$ cat src/sv/pws_pkg.sv
`default_nettype none

package pws_pkg;

	// Pre-token classes as they appear on the word_class port.
	localparam logic [2:0] CLS_CONTRACTION = 3'd0;
	localparam logic [2:0] CLS_LETTERS     = 3'd1;
	localparam logic [2:0] CLS_DIGITS      = 3'd2;
	localparam logic [2:0] CLS_SYMBOLS     = 3'd3;
	localparam logic [2:0] CLS_SPACE       = 3'd4;

	// Bytes that take part in the splitting rules.
	localparam logic [7:0] CH_SPACE = 8'h20;
	localparam logic [7:0] CH_APOS  = 8'h27;
	localparam logic [7:0] CH_S     = 8'h73;
	localparam logic [7:0] CH_T     = 8'h74;
	localparam logic [7:0] CH_M     = 8'h6D;
	localparam logic [7:0] CH_D     = 8'h64;
	localparam logic [7:0] CH_R     = 8'h72;
	localparam logic [7:0] CH_V     = 8'h76;
	localparam logic [7:0] CH_L     = 8'h6C;
	localparam logic [7:0] CH_E     = 8'h65;

	// What the front end is holding back while it waits for lookahead.
	typedef enum logic [1:0] {
		HOLD_NONE,
		HOLD_SPACE,
		HOLD_APOS,
		HOLD_APOS_X
	} hold_t;

	// One released byte with its marks.
	typedef struct packed {
		logic [7:0] data;
		logic       start;
		logic [2:0] cls;
	} res_t;

	// All results caused by one request, packed from slot 0 upward.
	typedef struct packed {
		logic [1:0]     count;
		res_t [2:0]     res;
		logic           last;
	} entry_t;

	// Character class in the ASCII C locale; bytes of 128 and up are symbols.
	function automatic logic [2:0] classify(input logic [7:0] b);
		logic [2:0] k;
		if ((b >= 8'd9 && b <= 8'd13) || b == CH_SPACE) begin
			k = CLS_SPACE;
		end else if ((b >= 8'h41 && b <= 8'h5A) || (b >= 8'h61 && b <= 8'h7A)) begin
			k = CLS_LETTERS;
		end else if (b >= 8'h30 && b <= 8'h39) begin
			k = CLS_DIGITS;
		end else begin
			k = CLS_SYMBOLS;
		end
		return k;
	endfunction

endpackage

`default_nettype wire

$ cat src/sv/pretoken_word_splitter_top.sv
`default_nettype none

// Pre-token splitter for a byte-wide text stream.
// Text channel: text_valid/text_stall with text_byte and last_byte; one byte
// is taken per cycle while the internal queue has room.
// Word channel: word_valid/word_stall with out_byte, starts_word, word_class,
// run_last and text_end; bytes leave in their original order, each marked
// with its word start and pre-token class. run_last flags the final result
// of one request, text_end the final result of a request with last_byte set.
// A byte that can resolve at once goes through its queue entry and then the
// output register before word_valid shows it. A space or apostrophe is held for
// up to two further bytes of lookahead; last_byte releases everything held.
// Throughput is one result per cycle while word_stall is low, set by the single
// output register; a request releases zero to three results, so bursts of three
// are absorbed by the QUEUE_DEPTH-entry queue while lookahead bytes release nothing.
// While word_stall is high the output holds and the queue fills; text_stall
// rises once the queue is full. Reset empties the queue and drops any held
// lookahead, so the next byte starts a new text.
module pretoken_word_splitter_top #(
	parameter int QUEUE_DEPTH = 4
) (
	input  wire logic       clk,
	input  wire logic       arst_n,
	input  wire logic       text_valid,
	output logic            text_stall,
	input  wire logic [7:0] text_byte,
	input  wire logic       last_byte,
	output logic            word_valid,
	input  wire logic       word_stall,
	output logic [7:0]      out_byte,
	output logic            starts_word,
	output logic [2:0]      word_class,
	output logic            run_last,
	output logic            text_end
);

	pws_pkg::entry_t wr_entry;
	pws_pkg::entry_t head;
	logic            push;
	logic            pop;
	logic            not_empty;
	logic            full;
	logic            accept;

	// A request is taken whenever the queue can hold its results.
	assign text_stall = full;
	assign accept     = text_valid && !full;

	pws_front u_front (
		.clk       (clk),
		.arst_n    (arst_n),
		.accept    (accept),
		.text_byte (text_byte),
		.last_byte (last_byte),
		.entry     (wr_entry),
		.push      (push)
	);

	pws_queue #(
		.DEPTH (QUEUE_DEPTH)
	) u_queue (
		.clk       (clk),
		.arst_n    (arst_n),
		.push      (push),
		.wr_entry  (wr_entry),
		.pop       (pop),
		.head      (head),
		.not_empty (not_empty),
		.full      (full)
	);

	pws_back u_back (
		.clk         (clk),
		.arst_n      (arst_n),
		.head        (head),
		.not_empty   (not_empty),
		.pop         (pop),
		.word_valid  (word_valid),
		.word_stall  (word_stall),
		.out_byte    (out_byte),
		.starts_word (starts_word),
		.word_class  (word_class),
		.run_last    (run_last),
		.text_end    (text_end)
	);

endmodule

`default_nettype wire

$ cat src/sv/pws_front.sv
`default_nettype none

// Front end: classifies each accepted byte, tracks the lookahead state and
// produces the complete set of results that the byte releases.
module pws_front (
	input  wire logic            clk,
	input  wire logic            arst_n,
	input  wire logic            accept,
	input  wire logic [7:0]      text_byte,
	input  wire logic            last_byte,
	output pws_pkg::entry_t      entry,
	output logic                 push
);

	pws_pkg::hold_t hold_q, hold_d;
	logic [7:0]     x_q, x_d;
	logic           seg_q, seg_d;
	logic [2:0]     cls_q, cls_d;

	// Lookahead state; the held letter needs no reset.
	always_ff @(posedge clk or negedge arst_n) begin
		if (!arst_n) begin
			hold_q <= pws_pkg::HOLD_NONE;
			seg_q  <= 1'b0;
			cls_q  <= pws_pkg::CLS_CONTRACTION;
		end else if (accept) begin
			hold_q <= hold_d;
			seg_q  <= seg_d;
			cls_q  <= cls_d;
		end
	end

	always_ff @(posedge clk) begin
		if (accept) begin
			x_q <= x_d;
		end
	end

	// Decide what this byte releases and what stays held.
	always_comb begin
		logic [1:0]        n;
		pws_pkg::res_t [2:0] r;
		logic [2:0]        k;
		logic              do_ext;
		logic              stmd;
		logic              rvl;
		logic              done;

		n      = 2'd0;
		r      = '0;
		k      = pws_pkg::classify(text_byte);
		do_ext = 1'b0;
		hold_d = hold_q;
		x_d    = x_q;
		seg_d  = seg_q;
		cls_d  = cls_q;
		stmd   = text_byte == pws_pkg::CH_S || text_byte == pws_pkg::CH_T ||
			text_byte == pws_pkg::CH_M || text_byte == pws_pkg::CH_D;
		rvl    = text_byte == pws_pkg::CH_R || text_byte == pws_pkg::CH_V ||
			text_byte == pws_pkg::CH_L;
		done   = ((x_q == pws_pkg::CH_R || x_q == pws_pkg::CH_V) &&
			text_byte == pws_pkg::CH_E) ||
			(x_q == pws_pkg::CH_L && text_byte == pws_pkg::CH_L);

		unique case (hold_q)
			pws_pkg::HOLD_NONE: begin
				do_ext = 1'b1;
			end
			pws_pkg::HOLD_SPACE: begin
				// The held space joins the run of the new byte.
				r[n] = '{data: pws_pkg::CH_SPACE, start: 1'b1, cls: k};
				n = n + 2'd1;
				r[n] = '{data: text_byte, start: 1'b0, cls: k};
				n = n + 2'd1;
				cls_d  = k;
				seg_d  = 1'b1;
				hold_d = pws_pkg::HOLD_NONE;
			end
			pws_pkg::HOLD_APOS: begin
				if (stmd) begin
					r[n] = '{data: pws_pkg::CH_APOS, start: 1'b1,
						cls: pws_pkg::CLS_CONTRACTION};
					n = n + 2'd1;
					r[n] = '{data: text_byte, start: 1'b0, cls: pws_pkg::CLS_CONTRACTION};
					n = n + 2'd1;
					hold_d = pws_pkg::HOLD_NONE;
					seg_d  = 1'b0;
				end else if (rvl) begin
					x_d    = text_byte;
					hold_d = pws_pkg::HOLD_APOS_X;
				end else begin
					r[n] = '{data: pws_pkg::CH_APOS, start: 1'b1, cls: pws_pkg::CLS_SYMBOLS};
					n = n + 2'd1;
					cls_d  = pws_pkg::CLS_SYMBOLS;
					seg_d  = 1'b1;
					hold_d = pws_pkg::HOLD_NONE;
					do_ext = 1'b1;
				end
			end
			pws_pkg::HOLD_APOS_X: begin
				if (done) begin
					r[n] = '{data: pws_pkg::CH_APOS, start: 1'b1,
						cls: pws_pkg::CLS_CONTRACTION};
					n = n + 2'd1;
					r[n] = '{data: x_q, start: 1'b0, cls: pws_pkg::CLS_CONTRACTION};
					n = n + 2'd1;
					r[n] = '{data: text_byte, start: 1'b0, cls: pws_pkg::CLS_CONTRACTION};
					n = n + 2'd1;
					hold_d = pws_pkg::HOLD_NONE;
					seg_d  = 1'b0;
				end else begin
					// Broken contraction: apostrophe alone, letter opens a letter run.
					r[n] = '{data: pws_pkg::CH_APOS, start: 1'b1, cls: pws_pkg::CLS_SYMBOLS};
					n = n + 2'd1;
					r[n] = '{data: x_q, start: 1'b1, cls: pws_pkg::CLS_LETTERS};
					n = n + 2'd1;
					cls_d  = pws_pkg::CLS_LETTERS;
					seg_d  = 1'b1;
					hold_d = pws_pkg::HOLD_NONE;
					do_ext = 1'b1;
				end
			end
			default: begin
				hold_d = pws_pkg::HOLD_NONE;
			end
		endcase

		// Grow the open run or start a new word with this byte.
		if (do_ext) begin
			if (seg_d && k == cls_d) begin
				r[n] = '{data: text_byte, start: 1'b0, cls: k};
				n = n + 2'd1;
			end else if (text_byte == pws_pkg::CH_SPACE) begin
				hold_d = pws_pkg::HOLD_SPACE;
				seg_d  = 1'b0;
			end else if (text_byte == pws_pkg::CH_APOS) begin
				hold_d = pws_pkg::HOLD_APOS;
				seg_d  = 1'b0;
			end else begin
				r[n] = '{data: text_byte, start: 1'b1, cls: k};
				n = n + 2'd1;
				cls_d = k;
				seg_d = 1'b1;
			end
		end

		// At end of text release whatever is held and return to reset.
		if (last_byte) begin
			unique case (hold_d)
				pws_pkg::HOLD_NONE: begin
				end
				pws_pkg::HOLD_SPACE: begin
					r[n] = '{data: pws_pkg::CH_SPACE, start: 1'b1, cls: pws_pkg::CLS_SPACE};
					n = n + 2'd1;
				end
				pws_pkg::HOLD_APOS: begin
					r[n] = '{data: pws_pkg::CH_APOS, start: 1'b1, cls: pws_pkg::CLS_SYMBOLS};
					n = n + 2'd1;
				end
				pws_pkg::HOLD_APOS_X: begin
					r[n] = '{data: pws_pkg::CH_APOS, start: 1'b1, cls: pws_pkg::CLS_SYMBOLS};
					n = n + 2'd1;
					r[n] = '{data: x_d, start: 1'b1, cls: pws_pkg::CLS_LETTERS};
					n = n + 2'd1;
				end
				default: begin
				end
			endcase
			hold_d = pws_pkg::HOLD_NONE;
			seg_d  = 1'b0;
			cls_d  = pws_pkg::CLS_CONTRACTION;
		end

		entry.count = n;
		entry.res   = r;
		entry.last  = last_byte;
		push        = accept && (n != 2'd0);
	end

endmodule

`default_nettype wire

$ cat src/sv/pws_queue.sv
`default_nettype none

// Short queue between the front and back ends, one request's results per entry.
module pws_queue #(
	parameter int DEPTH = 4
) (
	input  wire logic            clk,
	input  wire logic            arst_n,
	input  wire logic            push,
	input  wire pws_pkg::entry_t wr_entry,
	input  wire logic            pop,
	output pws_pkg::entry_t      head,
	output logic                 not_empty,
	output logic                 full
);

	localparam int PW = (DEPTH > 1) ? $clog2(DEPTH) : 1;
	localparam int CW = $clog2(DEPTH + 1);

	pws_pkg::entry_t slot_q [DEPTH];
	logic [PW-1:0]   wr_q;
	logic [PW-1:0]   rd_q;
	logic [CW-1:0]   count_q;
	logic            do_push;
	logic            do_pop;

	assign do_push   = push && !full;
	assign do_pop    = pop && not_empty;
	assign not_empty = count_q != '0;
	assign full      = count_q == CW'(DEPTH);
	assign head      = slot_q[rd_q];

	// Entry storage needs no reset.
	always_ff @(posedge clk) begin
		if (do_push) begin
			slot_q[wr_q] <= wr_entry;
		end
	end

	// Pointers wrap at the last entry.
	always_ff @(posedge clk or negedge arst_n) begin
		if (!arst_n) begin
			wr_q    <= '0;
			rd_q    <= '0;
			count_q <= '0;
		end else begin
			if (do_push) begin
				wr_q <= (wr_q == PW'(DEPTH - 1)) ? '0 : wr_q + PW'(1);
			end
			if (do_pop) begin
				rd_q <= (rd_q == PW'(DEPTH - 1)) ? '0 : rd_q + PW'(1);
			end
			if (do_push && !do_pop) begin
				count_q <= count_q + CW'(1);
			end else if (do_pop && !do_push) begin
				count_q <= count_q - CW'(1);
			end
		end
	end

endmodule

`default_nettype wire

$ cat src/sv/pws_back.sv
`default_nettype none

// Back end: walks the results of the head entry one per cycle into the
// output register while it is empty or not stalled.
module pws_back (
	input  wire logic            clk,
	input  wire logic            arst_n,
	input  wire pws_pkg::entry_t head,
	input  wire logic            not_empty,
	output logic                 pop,
	output logic                 word_valid,
	input  wire logic            word_stall,
	output logic [7:0]           out_byte,
	output logic                 starts_word,
	output logic [2:0]           word_class,
	output logic                 run_last,
	output logic                 text_end
);

	logic [1:0] idx_q;
	logic       valid_q;
	logic       load;
	logic       final_slot;
	pws_pkg::res_t cur;

	// Load a new result whenever the output register is empty or draining.
	assign load       = not_empty && (!valid_q || !word_stall);
	assign final_slot = idx_q == (head.count - 2'd1);
	assign cur        = head.res[idx_q];
	assign pop        = load && final_slot;
	assign word_valid = valid_q;

	always_ff @(posedge clk or negedge arst_n) begin
		if (!arst_n) begin
			valid_q <= 1'b0;
			idx_q   <= 2'd0;
		end else begin
			if (load) begin
				valid_q <= 1'b1;
				idx_q   <= final_slot ? 2'd0 : idx_q + 2'd1;
			end else if (!word_stall) begin
				valid_q <= 1'b0;
			end
		end
	end

	// Output payload register.
	always_ff @(posedge clk) begin
		if (load) begin
			out_byte    <= cur.data;
			starts_word <= cur.start;
			word_class  <= cur.cls;
			run_last    <= final_slot;
			text_end    <= final_slot && head.last;
		end
	end

endmodule

`default_nettype wire

$ cat config.mk
export PLATFORM = sky130hd
export DESIGN_NAME = pretoken_word_splitter_top
export DESIGN_NICKNAME = d
export VERILOG_FILES = /design/src/sv/pws_pkg.sv /design/src/sv/pretoken_word_splitter_top.sv /design/src/sv/pws_front.sv /design/src/sv/pws_queue.sv /design/src/sv/pws_back.sv
export SDC_FILE = /design/constraint.sdc
export NUM_CORES = 1
export LEC_CHECK = 0
export ABC_AREA = 1
export BUFFER_PORTS_ARGS = -buffer_cell sky130_fd_sc_hd__buf_2
export CORE_MARGIN = 2
export CORE_UTILIZATION = 65
export DETAILED_ROUTE_END_ITERATION = 10
export GPL_TIMING_DRIVEN = 1
export PLACE_DENSITY = 0.8
export SYNTH_ARGS = -nofsm -noshare
export SYNTH_HDL_FRONTEND = slang
export SYNTH_SLANG_ARGS = --single-unit
$ cat constraint.sdc
create_clock -name clk -period 6.7 [get_ports clk]
set_input_delay 2.01 -clock clk [delete_from_list [all_inputs] [get_ports clk]]
set_output_delay 2.01 -clock clk [all_outputs]
set_load 0.02 [all_outputs]
==> flow_summary.toml <==
[grt]
grt_util_all_layers_pct = 31.7
grt_max_degree = 67
antenna_found_initial = 1
grt_first_pass_wirelength_um = 38700
grt_pass1_vias = 7229
overflow = 0

[detailed_routing]
drc = 0
dr_total_vias = 7533
drt-total-wl_um = 24800
via_per_inst = 6.27
ant_nets = 0
drt_pre_antenna_iters = 6
drt-initial-drc-count = 921
wl_per_cell_um = 20.6

[clock_tree]
htreeDepth = 4
cts.sinks = 194
cts_buffer_depth = 2
post_cts.repair.setup_buffers = 0
cts_root_buffer = "clkbuf_16"
insertion_delay_ns = 0.43
clk_pin_slew_ns = 0.07
cts_buffers = 17
cts_hold_buf = 0
ctsResizeCount = 0
cts_tree = "done"

[floorplanning]
die_x_um = 127
num_rows = 44
coreArea_um2 = 14600
die_y_um = 127
die-area_um2 = 16000
start_util_pct = 66.9
io_pins = 29

[yosys]
ys_ff_latch = 194
synth_nets = 1012
ys_top_cells_by_area = "edfxtp_1 (55%), nand2_1 (5.8%), o21ai_0 (5.7%), nor2_1 (5.4%), dfrtp_1 (4.1%)"
synth_area_um2 = 9750
synth-seq-area-share_pct = 58.9
ys_warn_count = 0
netlist_instances = 980
synth_edf_count = 178
synth_top_area_share_pct = 54.8
avgSynthCellArea_um2 = 9.95
yosys.area.top_type = "edfxtp_1"
async_flop_share_pct = 8.25
synth_cell_types = 46
ys.flop_type = "edfxtp_1"

[timing]
maxSlewViolCount = 0
tightest_slew_ns = 0.941
relSlewSlack_pct = 37.2
hold_viol_final = 0
rsz0062_at_grt = "false"
finalSetupViolCount = 0
min_period_ns = 5.89
period_share_pct = 87.9
layout_setup_ws_ns = 0.811
fin_tns_setup_ns = 0
fmax_ghz = 0.170
finalClockSkew_ns = 0.0103

[place]
dp_hpwl_um = 16700
io_buffers = 28
place_congestion = 1.04
dp_slack_ns = 0.484

[setup_path]
max_stage_delay_ns = 0.43
critPathMostFrequentCell = "nand2_1"
path_depth = 33
crit_path_start_kind = "input port"
cp_max_fo = 13
r2r_cells = 29
required_ns = 7.01
end_kind = "flip-flop"
crit_type = "in2reg"
crit_family = "simple AND/OR/NAND/NOR gates"
cp.arrival_ns = 6.20
slowest_stage = "ha_1"
critPathBufInv = 7

[finish]
syn_to_final_growth_pct = 9.86
most-common-layout-cells = "edfxtp_1 (178), nand2_1 (150), nor2_1 (140)"
fin_nets = 1037
num_antenna_cells = 0
layout_commonest_cell = "edfxtp_1"
drive_gt1_share_pct = 13.5

[status]
status = "complete, no violations"

[pwr]
powerDensity_nw_per_um2 = 379
ir_drop_v = 0.000289
power_leakage_nw = 4.29
p_total_mw = 4.06

[job]
cap_violations = 0

[min_path]
hold_depth = 2
hold_class = "reg2reg"
[power by group]
part           switching, mW  internal (mW)  leakage, nW
sequential             0.120           1.65         1.85
combinational          0.906          0.405         2.14
clock                  0.423          0.560        0.288
total                   1.45           2.62         4.29
[through the flow]
step / hold WS (ns) / instances / instance area (µm²) / utilization [%]
4_1_cts: 0.502 / 1202 / 10700 / 73.5
3_5_place_dp: 0.485 / 1170 / 10100 / 69.5
3_3_place_gp: 0.473 / 1170 / 10100 / 69.5
2_1_floorplan: 0.454 / 980 / 9750 / -
6_report: 0.495 / 1202 / 10700 / 73.5
5_1_grt: 0.524 / 1202 / 10700 / 73.5
[metal layers]
metal / up-vias / wire length [µm] / track usage (%)
li1: 3480 / - / -
met1: 3592 / 9590 / 42.1
met2: 392 / 12000 / 50.9
met3: 67 / 2310 / 7.80
met4: 2 / 857 / 12.7
met5: - / 11 / 0
[registers in the layout (all words and copies together), names as in the netlist]
signal and flops:
u_back.run_last 1, u_back.idx_q 2, u_back.word_valid 1, u_back.out_byte 8
u_back.text_end 1, u_front.cls_q 3, u_front.hold_q 2, u_queue.rd_q 2
u_back.word_class 3, u_back.starts_word 1, u_queue.slot_q 156, u_front.seg_q 1
u_front.x_q 8, u_queue.wr_q 2, u_queue.count_q 3
[cells in the mapped netlist (3+ instances only)]
library cell / instances
buf_4: 4
nor3_1: 8
o221ai_1: 22
nand4_1: 5
nand2_2: 15
o211ai_1: 10
ha_1: 18
nand3_1: 29
xor2_1: 3
nor2_4: 7
nand2_4: 4
o22ai_1: 27
clkbuf_1: 32
a32o_1: 9
o32ai_1: 5
o21ai_0: 112
a21oi_1: 24
edfxtp_1: 178
inv_2: 13
nor2_2: 12
nor2_1: 140
dfrtp_1: 16
nand3_2: 5
inv_1: 97
a31oi_1: 10
nand2_1: 150
a22oi_1: 3
[cell families after synthesis]
| group | Yosys count | synth area share (%) |
|---|---|---|
| mux | 1 | 0.115 |
| fa+ha+maj | 19 | 2.51 |
| simple gates | 380 | 17.6 |
| xor+xnor | 4 | 0.359 |
| flops | 194 | 58.9 |
| buf+inv | 150 | 6.03 |
| compound gates | 232 | 14.5 |
[worst min-delay path: stages, from the launching register on]
cell and delay, ns:
dfrtp_1 0.34, nand2_1 0.06, nand2_1 0.06
[worst paths after layout]
| kind | from | endpoint | slack [ns] |
|---|---|---|---|
| setup / recovery | text_byte[4] | u_queue.count_q[2] | 0.81 |
| hold / removal | u_back.word_valid | u_back.word_valid | 0.50 |
| setup reg to reg | u_front.hold_q[0] | u_queue.count_q[2] | 2.04 |
| hold reg to reg | u_back.word_valid | u_back.word_valid | 0.50 |
| max in group asynchronous | arst_n | u_queue.rd_q[0] | 4.92 |
| min in group asynchronous | arst_n | u_queue.rd_q[0] | 1.49 |
[final cells by class]
| class | count | area, µm² |
|---|---|---|
| sequential | 194 | 5750 |
| clock inverter | 8 | 90.1 |
| timing repair buffer | 43 | 290 |
| multi-input combinational | 636 | 3440 |
| fill | 1015 | 3870 |
| clock buffer | 24 | 492 |
| inverter | 113 | 427 |
| tap | 184 | 230 |
(Power assumes the default switching activity.)
